File: config.mk
export PLATFORM = sky130hd
export DESIGN_NAME = binary_gcd_word
export DESIGN_NICKNAME = d
export VERILOG_FILES = /design/src/hdl/bgcd_pkg.sv /design/src/hdl/bgcd_cell.sv /design/src/hdl/binary_gcd_word.sv
export SDC_FILE = /design/constraint.sdc
export NUM_CORES = 1
export LEC_CHECK = 0
export BUFFER_PORTS_ARGS = -buffer_cell sky130_fd_sc_hd__buf_2
export CORE_MARGIN = 1.5
export CORE_UTILIZATION = 60
export DETAILED_ROUTE_END_ITERATION = 16
export GPL_ROUTABILITY_DRIVEN = 0
export PLACE_DENSITY = 0.82
export SYNTH_ARGS = -nofsm -noshare
export SYNTH_HDL_FRONTEND = slang
export SYNTH_SLANG_ARGS = --single-unit
File: constraint.sdc
create_clock -name clk -period 6.3 [get_ports clk]
set_input_delay 0.945 -clock clk [delete_from_list [all_inputs] [get_ports clk]]
set_output_delay 0.945 -clock clk [all_outputs]
set_load 0.02 [all_outputs]
File: src/hdl/bgcd_pkg.sv
// Shared types and constants for the binary gcd block.
package bgcd_pkg;

    // Width of the operand and divisor ports
    localparam int FIELD_WIDTH = 32;

    // Default working width of the datapath
    localparam int OPERAND_WIDTH_DEF = 32;

    // Operation applied to every bit cell in one cycle
    typedef enum logic [2:0] {
        OP_HOLD,
        OP_LOAD,
        OP_SHR_AB,
        OP_SHR_A,
        OP_SHR_B,
        OP_SUB,
        OP_SHL_A
    } cell_op_t;

    // Control broadcast from the sequencer to the cell row
    typedef struct packed {
        cell_op_t op;
        logic     swap;   // a > b during OP_SUB
    } cell_ctrl_t;

endpackage

File: src/hdl/bgcd_cell.sv
// One bit slice of the gcd datapath: holds one bit of a and one bit of b.
module bgcd_cell
(
    input  logic               clk,
    input  bgcd_pkg::cell_ctrl_t ctrl,
    input  logic               ld_a,
    input  logic               ld_b,
    input  logic               a_up,        // a bit of the next higher cell
    input  logic               b_up,        // b bit of the next higher cell
    input  logic               a_dn,        // a bit of the next lower cell
    input  logic               brw_ba_in,   // borrow into b - a
    input  logic               brw_ab_in,   // borrow into a - b
    output logic               a_bit,
    output logic               b_bit,
    output logic               brw_ba_out,
    output logic               brw_ab_out
);

    logic a_reg;
    logic a_next;
    logic b_reg;
    logic b_next;
    logic d_ba;
    logic d_ab;

    // Full subtractor bits for both orders
    assign d_ba       = b_reg ^ a_reg ^ brw_ba_in;
    assign brw_ba_out = (~b_reg & a_reg) | (~(b_reg ^ a_reg) & brw_ba_in);
    assign d_ab       = a_reg ^ b_reg ^ brw_ab_in;
    assign brw_ab_out = (~a_reg & b_reg) | (~(a_reg ^ b_reg) & brw_ab_in);

    // Next bit values
    always_comb
    begin
        a_next = a_reg;
        b_next = b_reg;
        case (ctrl.op)
            bgcd_pkg::OP_LOAD:
            begin
                a_next = ld_a;
                b_next = ld_b;
            end
            bgcd_pkg::OP_SHR_AB:
            begin
                a_next = a_up;
                b_next = b_up;
            end
            bgcd_pkg::OP_SHR_A:
            begin
                a_next = a_up;
            end
            bgcd_pkg::OP_SHR_B:
            begin
                b_next = b_up;
            end
            bgcd_pkg::OP_SUB:
            begin
                // smaller value goes to a, difference to b
                if (ctrl.swap)
                begin
                    a_next = b_reg;
                    b_next = d_ab;
                end
                else
                begin
                    b_next = d_ba;
                end
            end
            bgcd_pkg::OP_SHL_A:
            begin
                a_next = a_dn;
            end
            default:
            begin
                a_next = a_reg;
                b_next = b_reg;
            end
        endcase
    end

    // Data bits, no reset needed
    always_ff @(posedge clk)
    begin
        a_reg <= a_next;
        b_reg <= b_next;
    end

    assign a_bit = a_reg;
    assign b_bit = b_reg;

endmodule

File: src/hdl/binary_gcd_word.sv
// Top level of the binary gcd block: sequencer, bit-cell row and result register.
//
//  channel  | valid      | stall      | payload
//  ---------+------------+------------+------------------------------------
//  request  | req_valid  | req_stall  | first_operand, second_operand
//  result   | rsp_valid  | rsp_stall  | divisor, bad_operand
//
// One request at a time. A zero operand goes from the load straight to the store.
// Otherwise: load, strip, make-a-odd, reduce, restore and store, t being the shared
// power of two stripped and restored; reduce runs one halving or one subtract per cycle.
// The full-width borrow ripple through the cell row sets the cycle time.
// Reset clears the control state and the result register; the cell row needs no clearing.
// req_stall stays high from acceptance until the result is stored; a stalled
// result is held while the next request is already being worked on.
module binary_gcd_word
#(
    parameter int OPERAND_WIDTH = bgcd_pkg::OPERAND_WIDTH_DEF
)
(
    input  logic                             clk,
    input  logic                             rst_n,
    input  logic                             req_valid,
    output logic                             req_stall,
    input  logic [bgcd_pkg::FIELD_WIDTH-1:0] first_operand,
    input  logic [bgcd_pkg::FIELD_WIDTH-1:0] second_operand,
    output logic                             rsp_valid,
    input  logic                             rsp_stall,
    output logic [bgcd_pkg::FIELD_WIDTH-1:0] divisor,
    output logic                             bad_operand
);

    localparam int W    = OPERAND_WIDTH;
    localparam int FW   = bgcd_pkg::FIELD_WIDTH;
    localparam int CW   = $clog2(W);
    localparam int COPY = (W < FW) ? W : FW;

    typedef enum logic [2:0] {
        S_IDLE,
        S_STRIP,
        S_ODD_A,
        S_REDUCE,
        S_RESTORE,
        S_DONE
    } state_t;

    state_t                 state_reg;
    state_t                 state_next;
    logic [CW-1:0]          cnt_reg;
    logic [CW-1:0]          cnt_next;
    logic                   bad_reg;
    logic                   bad_next;
    logic                   rsp_valid_reg;
    logic                   rsp_valid_next;
    logic [FW-1:0]          divisor_reg;
    logic [FW-1:0]          divisor_next;
    logic                   bad_out_reg;
    logic                   bad_out_next;

    bgcd_pkg::cell_ctrl_t   ctrl;
    logic [W-1:0]           ld_a;
    logic [W-1:0]           ld_b;
    logic [W-1:0]           a_vec;
    logic [W-1:0]           b_vec;
    logic [W:0]             brw_ba;
    logic [W:0]             brw_ab;
    logic                   zero_in;
    logic                   b_zero;
    logic                   out_free;

    // Operands masked or zero-extended to the working width
    always_comb
    begin
        ld_a = '0;
        ld_b = '0;
        for (int i = 0; i < COPY; i++)
        begin
            ld_a[i] = first_operand[i];
            ld_b[i] = second_operand[i];
        end
    end

    assign zero_in  = (ld_a == '0) || (ld_b == '0);
    assign b_zero   = (b_vec == '0);
    assign out_free = !rsp_valid_reg || !rsp_stall;

    // Row of bit cells, bit 0 at the bottom of the borrow chain
    assign brw_ba[0] = 1'b0;
    assign brw_ab[0] = 1'b0;

    for (genvar i = 0; i < W; i++)
    begin : g_cell
        logic a_up;
        logic b_up;
        logic a_dn;

        if (i == W - 1)
        begin : g_top
            assign a_up = 1'b0;
            assign b_up = 1'b0;
        end
        else
        begin : g_mid
            assign a_up = a_vec[i+1];
            assign b_up = b_vec[i+1];
        end

        if (i == 0)
        begin : g_bot
            assign a_dn = 1'b0;
        end
        else
        begin : g_upper
            assign a_dn = a_vec[i-1];
        end

        bgcd_cell u_cell
        (
            .clk        (clk),
            .ctrl       (ctrl),
            .ld_a       (ld_a[i]),
            .ld_b       (ld_b[i]),
            .a_up       (a_up),
            .b_up       (b_up),
            .a_dn       (a_dn),
            .brw_ba_in  (brw_ba[i]),
            .brw_ab_in  (brw_ab[i]),
            .a_bit      (a_vec[i]),
            .b_bit      (b_vec[i]),
            .brw_ba_out (brw_ba[i+1]),
            .brw_ab_out (brw_ab[i+1])
        );
    end

    // Sequencer next state and cell control
    always_comb
    begin
        state_next     = state_reg;
        cnt_next       = cnt_reg;
        bad_next       = bad_reg;
        rsp_valid_next = rsp_valid_reg && rsp_stall;
        divisor_next   = divisor_reg;
        bad_out_next   = bad_out_reg;
        ctrl.op        = bgcd_pkg::OP_HOLD;
        // b - a borrows out of the top exactly when a > b
        ctrl.swap      = brw_ba[W];

        case (state_reg)
            S_IDLE:
            begin
                if (req_valid)
                begin
                    ctrl.op  = bgcd_pkg::OP_LOAD;
                    cnt_next = '0;
                    bad_next = zero_in;
                    state_next = zero_in ? S_DONE : S_STRIP;
                end
            end
            S_STRIP:
            begin
                if (!(a_vec[0] | b_vec[0]))
                begin
                    ctrl.op  = bgcd_pkg::OP_SHR_AB;
                    cnt_next = cnt_reg + 1'b1;
                end
                else
                begin
                    state_next = S_ODD_A;
                end
            end
            S_ODD_A:
            begin
                if (!a_vec[0])
                begin
                    ctrl.op = bgcd_pkg::OP_SHR_A;
                end
                else
                begin
                    state_next = S_REDUCE;
                end
            end
            S_REDUCE:
            begin
                if (b_zero)
                begin
                    state_next = S_RESTORE;
                end
                else if (!b_vec[0])
                begin
                    ctrl.op = bgcd_pkg::OP_SHR_B;
                end
                else
                begin
                    ctrl.op = bgcd_pkg::OP_SUB;
                end
            end
            S_RESTORE:
            begin
                if (cnt_reg != '0)
                begin
                    ctrl.op  = bgcd_pkg::OP_SHL_A;
                    cnt_next = cnt_reg - 1'b1;
                end
                else
                begin
                    state_next = S_DONE;
                end
            end
            S_DONE:
            begin
                if (out_free)
                begin
                    rsp_valid_next = 1'b1;
                    bad_out_next   = bad_reg;
                    divisor_next   = '0;
                    if (!bad_reg)
                    begin
                        for (int i = 0; i < COPY; i++)
                        begin
                            divisor_next[i] = a_vec[i];
                        end
                    end
                    state_next = S_IDLE;
                end
            end
            default:
            begin
                state_next = S_IDLE;
            end
        endcase
    end

    // State and registered outputs
    always_ff @(posedge clk or negedge rst_n)
    begin
        if (!rst_n)
        begin
            state_reg     <= S_IDLE;
            cnt_reg       <= '0;
            bad_reg       <= 1'b0;
            rsp_valid_reg <= 1'b0;
            divisor_reg   <= '0;
            bad_out_reg   <= 1'b0;
        end
        else
        begin
            state_reg     <= state_next;
            cnt_reg       <= cnt_next;
            bad_reg       <= bad_next;
            rsp_valid_reg <= rsp_valid_next;
            divisor_reg   <= divisor_next;
            bad_out_reg   <= bad_out_next;
        end
    end

    assign req_stall   = (state_reg != S_IDLE);
    assign rsp_valid   = rsp_valid_reg;
    assign divisor     = divisor_reg;
    assign bad_operand = bad_out_reg;

    // a is odd for the whole reduction
    a_odd_in_reduce: assert property (@(posedge clk) disable iff (!rst_n)
        (state_reg == S_REDUCE) |-> a_vec[0])
        else $error("a lost its odd bit during reduction");

    // odd minus odd leaves b even
    sub_gives_even: assert property (@(posedge clk) disable iff (!rst_n)
        (state_reg == S_REDUCE && !b_zero && b_vec[0]) |=> !b_vec[0])
        else $error("subtract step left b odd");

    // a flagged result carries a zero divisor
    bad_means_zero: assert property (@(posedge clk) disable iff (!rst_n)
        (rsp_valid && bad_operand) |-> (divisor == '0))
        else $error("bad operand result with nonzero divisor");

    // a good result is never zero
    good_nonzero: assert property (@(posedge clk) disable iff (!rst_n)
        (rsp_valid && !bad_operand) |-> (divisor != '0))
        else $error("zero divisor without bad operand flag");

    // the restore count never passes the width
    cnt_in_range: assert property (@(posedge clk) disable iff (!rst_n)
        (state_reg == S_RESTORE) |-> (cnt_reg <= CW'(W - 1)))
        else $error("shift count out of range");

endmodule

# Word level (Yosys, flattened, before mapping)
# Index checks and enable logic that the tools add are counted.
# totals
in_bits,68
reg_bits,107
wordCells,636
# op_classes
add_sub_neg,2
bitwise,374
reduce_logical,21
muxes,149
eq_ne,20
# ops
op,n
$pmux W1 S4,32
$and A1 B1 Y1,124
$logic_not A32 Y1,3
$pmux W1 S3,32
$not A1 Y1,94
$xor A1 B1 Y1,94
$mux W1,67
$or A1 B1 Y1,62
$mux W32,1
$mux W3,9
$pmux W3 S6,1
$eq A3 B3 Y1 const B,5
$mux W5,3
$pmux W3 S5,1
$pmux W5 S3,1
$ne A2 B2 Y1 const B,7
$eq A3 B2 Y1 const B,4
$reduce_bool A3 Y1,3
$eq A3 B1 Y1 const B,2
$reduce_and A2 Y1,3
$reduce_and A6 Y1,1
$add A5 B1 Y5 const B,1
$reduce_bool A5 Y1,1
$sub A5 B1 Y5 const B,1
9 further kinds,14

# Logic depth before layout (Yosys ltp)
# depth
ltp_word,66
mapped_depth,14
mapped_depth_nobuf,11

# By module
# Synthesis repeated with hierarchy kept, for this count alone.
# hier_totals
cells_unflattened,1372
hier_area_um2,12418.2
# by_module_without_submodules
mod,seq_area_each_um2,area_each_um2,instances,cells_each
bgcd_cell,60.1,316.6,32,35
binary_gcd_word,1076.0,2288.4,1,252

# Worst setup path before layout
# Ideal clock, no wire load.
# synth_path
path_type,register to register
from,register g_cell[0].u_cell.b_reg
to,"register g_cell[0].u_cell.b_reg, enable pin"
stages_incl_launch_ff,7
path_buffers,0
path_slack_ps,2262
arrival_ps,3572
path_cell_list,edfxtp_1 -> inv_1 -> ha_1 -> nand3b_1 -> a21oi_1 -> o21ba_2 -> o21ai_0
# synth_between
elab_chain_cells,6
word_cells_on_any_way,12
cone_classes,4 x eq/ne; 4 x mux; 1 x bitwise; 3 x reduce/logical
# synth_rtl
element,line,text
from (decl),bgcd_cell.sv:21,logic b_reg;
from (signal assigned),bgcd_cell.sv:85,b_reg <= b_next;
$logic_not A32 Y1 (tied with other cells),binary_gcd_word.sv:83,assign b_zero = (b_vec == '0);
$mux W3 / $mux W2 (equally long branches),"binary_gcd_word.sv:183, binary_gcd_word.sv:160",
$pmux W3 S5 (*),binary_gcd_word.sv:147,case (state_reg)
$eq A3 B2 Y1 / $eq A3 B3 Y1 (equally long branches),bgcd_cell.sv:37,case (ctrl.op)
$reduce_or A2 Y1 (no source line),n/a,
$reduce_bool A3 Y1 (no source line) (*),n/a,
# Mark *: on every way between the ends. The rest lies on a longest branch, timed or not.
# A chain may end at the register's enable or synchronous reset.

# Worst setup path in the final report
# layout_path
from,register state_reg[2]
to,"register g_cell[17].u_cell.a_reg, enable pin"
# layout_between
elab_chain_cells,6
word_cells_on_any_way,15
cone_classes,10 x eq/ne; 1 x mux; 4 x reduce/logical
# layout_rtl
element,line,text
from (decl),binary_gcd_word.sv:46,state_t state_reg;
from (signal assigned),binary_gcd_word.sv:246,state_reg <= state_next;
$eq A3 B3 Y1 (tied with other cells),binary_gcd_word.sv:147,
$pmux W3 S5 (*),binary_gcd_word.sv:147,
$eq A3 B2 Y1,bgcd_cell.sv:37,
$reduce_or A2 Y1 (no source line),n/a,
$reduce_bool A4 Y1 (no source line),n/a,
$reduce_and A2 Y1 (no source line) (*),n/a,
to (signal assigned),bgcd_cell.sv:84,a_reg <= a_next;
to (decl),bgcd_cell.sv:19,logic a_reg;
# Marks and branches as above.

==> qor.yml <==
placed_design:
  place_area_um2: 8650
  dpl.hpwl_um: 16200
  io_buffers: 102
hold_path:
  hp-class: "register to register"
routing:
  firstDrtPassIters: 6
  dr.first_iter.drc_count: 831
  vias_per_cell: 6.59
  drc_errors: 0
  via_count: 7316
  ant_nets: 0
  routed_wl_um: 22500
  wl_per_cell_um: 20.2
timing:
  setup-tns-final_ns: 0
  slew_viol_final: 0
  finalHoldViolations: 0
  clock_skew_ns: 0.00927
  setup-violations-final: 0
  worst_slew_pin_slew_ns: 1.04
  rsz0062_at_grt: "no"
  relSlewSlack: 0.307
  period_needed_ns: 3.79
  period_share: 0.602
  max_freq_mhz: 264
synthesis:
  synth_top_family_by_area: "compound AO/OA/AOI/OAI gates"
  syn_avg_cell_area_um2: 9.41
  syn-num-nets: 989
  yosysUniqueCellTypes: 69
  synth-edff-count: 64
  synth_xor_area_frac: 0.0371
  synth_compound_area_frac: 0.269
  synth.ff_latch_count: 107
  ys_seq_area_frac: 0.374
  synth_fa_ha_area_frac: 0.107
  synthTopCellsByArea: "edfxtp_1, dfrtp_1, ha_1"
  synth_area_leader_cell: "edfxtp_1"
  muxShareOfSynthArea: 0.0290
  async_flop_share: 0.402
  syn_area_um2: 8020
  synth_top_area_frac: 0.240
  yosys.area_share.simple: 0.126
  yosys_warnings: 0
  synthFlopType: "edfxtp_1"
  syn_inst: 853
clock_tree:
  numClockSinks: 107
  htreeDepth: 3
  clock_latency_ns: 0.37
  path_clk_slew_ns: 0.07
  cts_buffers: 9
  cts_hold_buf: 0
  clockBufferDepth: 2
  cts_tree: "yes"
  ctsResizeCount: 0
  post-cts-setup-buffers: 0
  cts-root-buf: "clkbuf_16"
floorplanning:
  core_um2: 13100
  fp.dieH_um: 119
  rows: 42
  fp.dieW_um: 119
  initial_core_util: 0.611
  io_pins: 103
  dieArea_um2: 14100
cells_and_area:
  drive_gt1_frac: 0.173
  nets: 1066
  fillers: 1069
  stdcell_area_um2: 8970
  insertedDiodeCount: 0
  area_growth_pct: 11.8
setup_path:
  startpoint_type: "register"
  cp.arrival_ns: 3.84
  cp-end-kind: "register"
  crit_type: "register to register"
  worstPathRequired_ns: 6.35
  path_max_fanout: 35
global_routing:
  grt_max_degree: 58
  antenna_found_initial: 0
  grt-ovfl-total: 0
  grt_pass1_vias: 6981
  grt_util_all_layers: 0.325
  grt_pass1_wl_um: 35900
job:
  maxCapViolations: 0
outcome:
  outcome: "finished, final reports clean"
==> critical path, stage by stage, from the launching register on <==
cell and delay (ns):
dfrtp_1 0.60, nor3b_1 0.70, o21a_1 0.22, buf_4 0.37
nor2_2 0.07, buf_4 0.28, nand3_1 0.78, buf_4 0.41
==> final cells by class <==
cell class              count  area [um^2]  share of cell area
clock buffers               9          225              0.0251
clock inverters             7         92.6              0.0103
flip-flops and latches    107         3000               0.334
repair buffers            113          593              0.0661
inverters                  70          263              0.0293
multi-input cells         629         4580               0.510
well taps                 176          220              0.0246
==> cell usage in the layout (no fill, tap or decap), drive strengths merged, types with 35 or more instances in the layout <==
| cell | Yosys | final |
|---|---|---|
| a21oi | 35 | 35 |
| a22oi | 58 | 58 |
| buf | 9 | 113 |
| dfrtp | 43 | 43 |
| edfxtp | 64 | 64 |
| ha | 67 | 67 |
| inv | 70 | 70 |
| nand2 | 56 | 56 |
| nand3 | 41 | 41 |
| o211ai | 38 | 38 |
| o21ai | 61 | 61 |
==> final timing paths <==
check	start	end	slack [ns]	depth (start not counted)
min in group asynchronous	rst_n	divisor[7]	0.76	1
worst min register to register	divisor[31]	divisor[31]	0.46	2
worst max register to register	state_reg[2]	g_cell[17].u_cell.a_bit	2.51	7
worst min-delay path	divisor[31]	divisor[31]	0.46	2
max in group asynchronous	rst_n	divisor[20]	4.91	1
worst max-delay path	state_reg[2]	g_cell[17].u_cell.a_bit	2.51	7
==> kinds of logic (layout without fill, tap and decap cells) <==
logic type	Yosys count	after routing
simple gates	200	200
mux	21	21
fa+ha+maj	68	68
xor+xnor	34	34
compound gates	306	306
buf+inv	117	199
flops	107	107
==> cells in the mapped netlist, types with 3 or more instances <==
| cell type | count |
|---|---|
| buf_6 | 3 |
| or2_2 | 3 |
| nand2b_1 | 7 |
| nand3_1 | 41 |
| a21o_1 | 24 |
| edfxtp_1 | 64 |
| o31ai_1 | 32 |
| nor2b_1 | 4 |
| a211oi_1 | 7 |
| mux2_2 | 8 |
| o21ai_0 | 38 |
| nand4_1 | 8 |
| nor4_1 | 28 |
| buf_1 | 3 |
| inv_1 | 70 |
| ha_1 | 67 |
| nand3b_1 | 6 |
| nor3_1 | 10 |
| and3_1 | 3 |
| a31oi_1 | 7 |
| clkbuf_1 | 38 |
| xnor2_1 | 17 |
| a221o_1 | 3 |
| nor2_1 | 26 |
| mux2i_1 | 9 |
| o211ai_1 | 38 |
| nand2_1 | 56 |
| o21a_1 | 9 |
| o21bai_1 | 6 |
| a22oi_1 | 58 |
| dfrtp_1 | 43 |
| xor2_1 | 17 |
| a21oi_1 | 33 |
| a22o_1 | 6 |
| o21ai_1 | 21 |
==> per-layer routing <==
layer / track usage / vias up / part of all wire
met1: 0.443 / 3475 / 0.42
li1: - / 3389 / -
met2: 0.507 / 405 / 0.46
met4: 0.114 / 0 / 0.027
met5: 0 / - / 0
met3: 0.0787 / 47 / 0.10
==> metrics by stage <==
step	setup WS, ns	utilization	std cells	hold WS [ns]
2_1_floorplan	2.26	-	853	0.488
3_3_place_gp	2.73	0.658	1095	0.443
3_5_place_dp	2.60	0.658	1095	0.452
4_1_cts	2.56	0.683	1111	0.468
5_1_grt	2.30	0.683	1111	0.491
6_report	2.51	0.683	1111	0.464
Power is left out: the tool's default activity adds up to more than one toggle a clock period on the data nets, which glitch-free logic cannot reach.
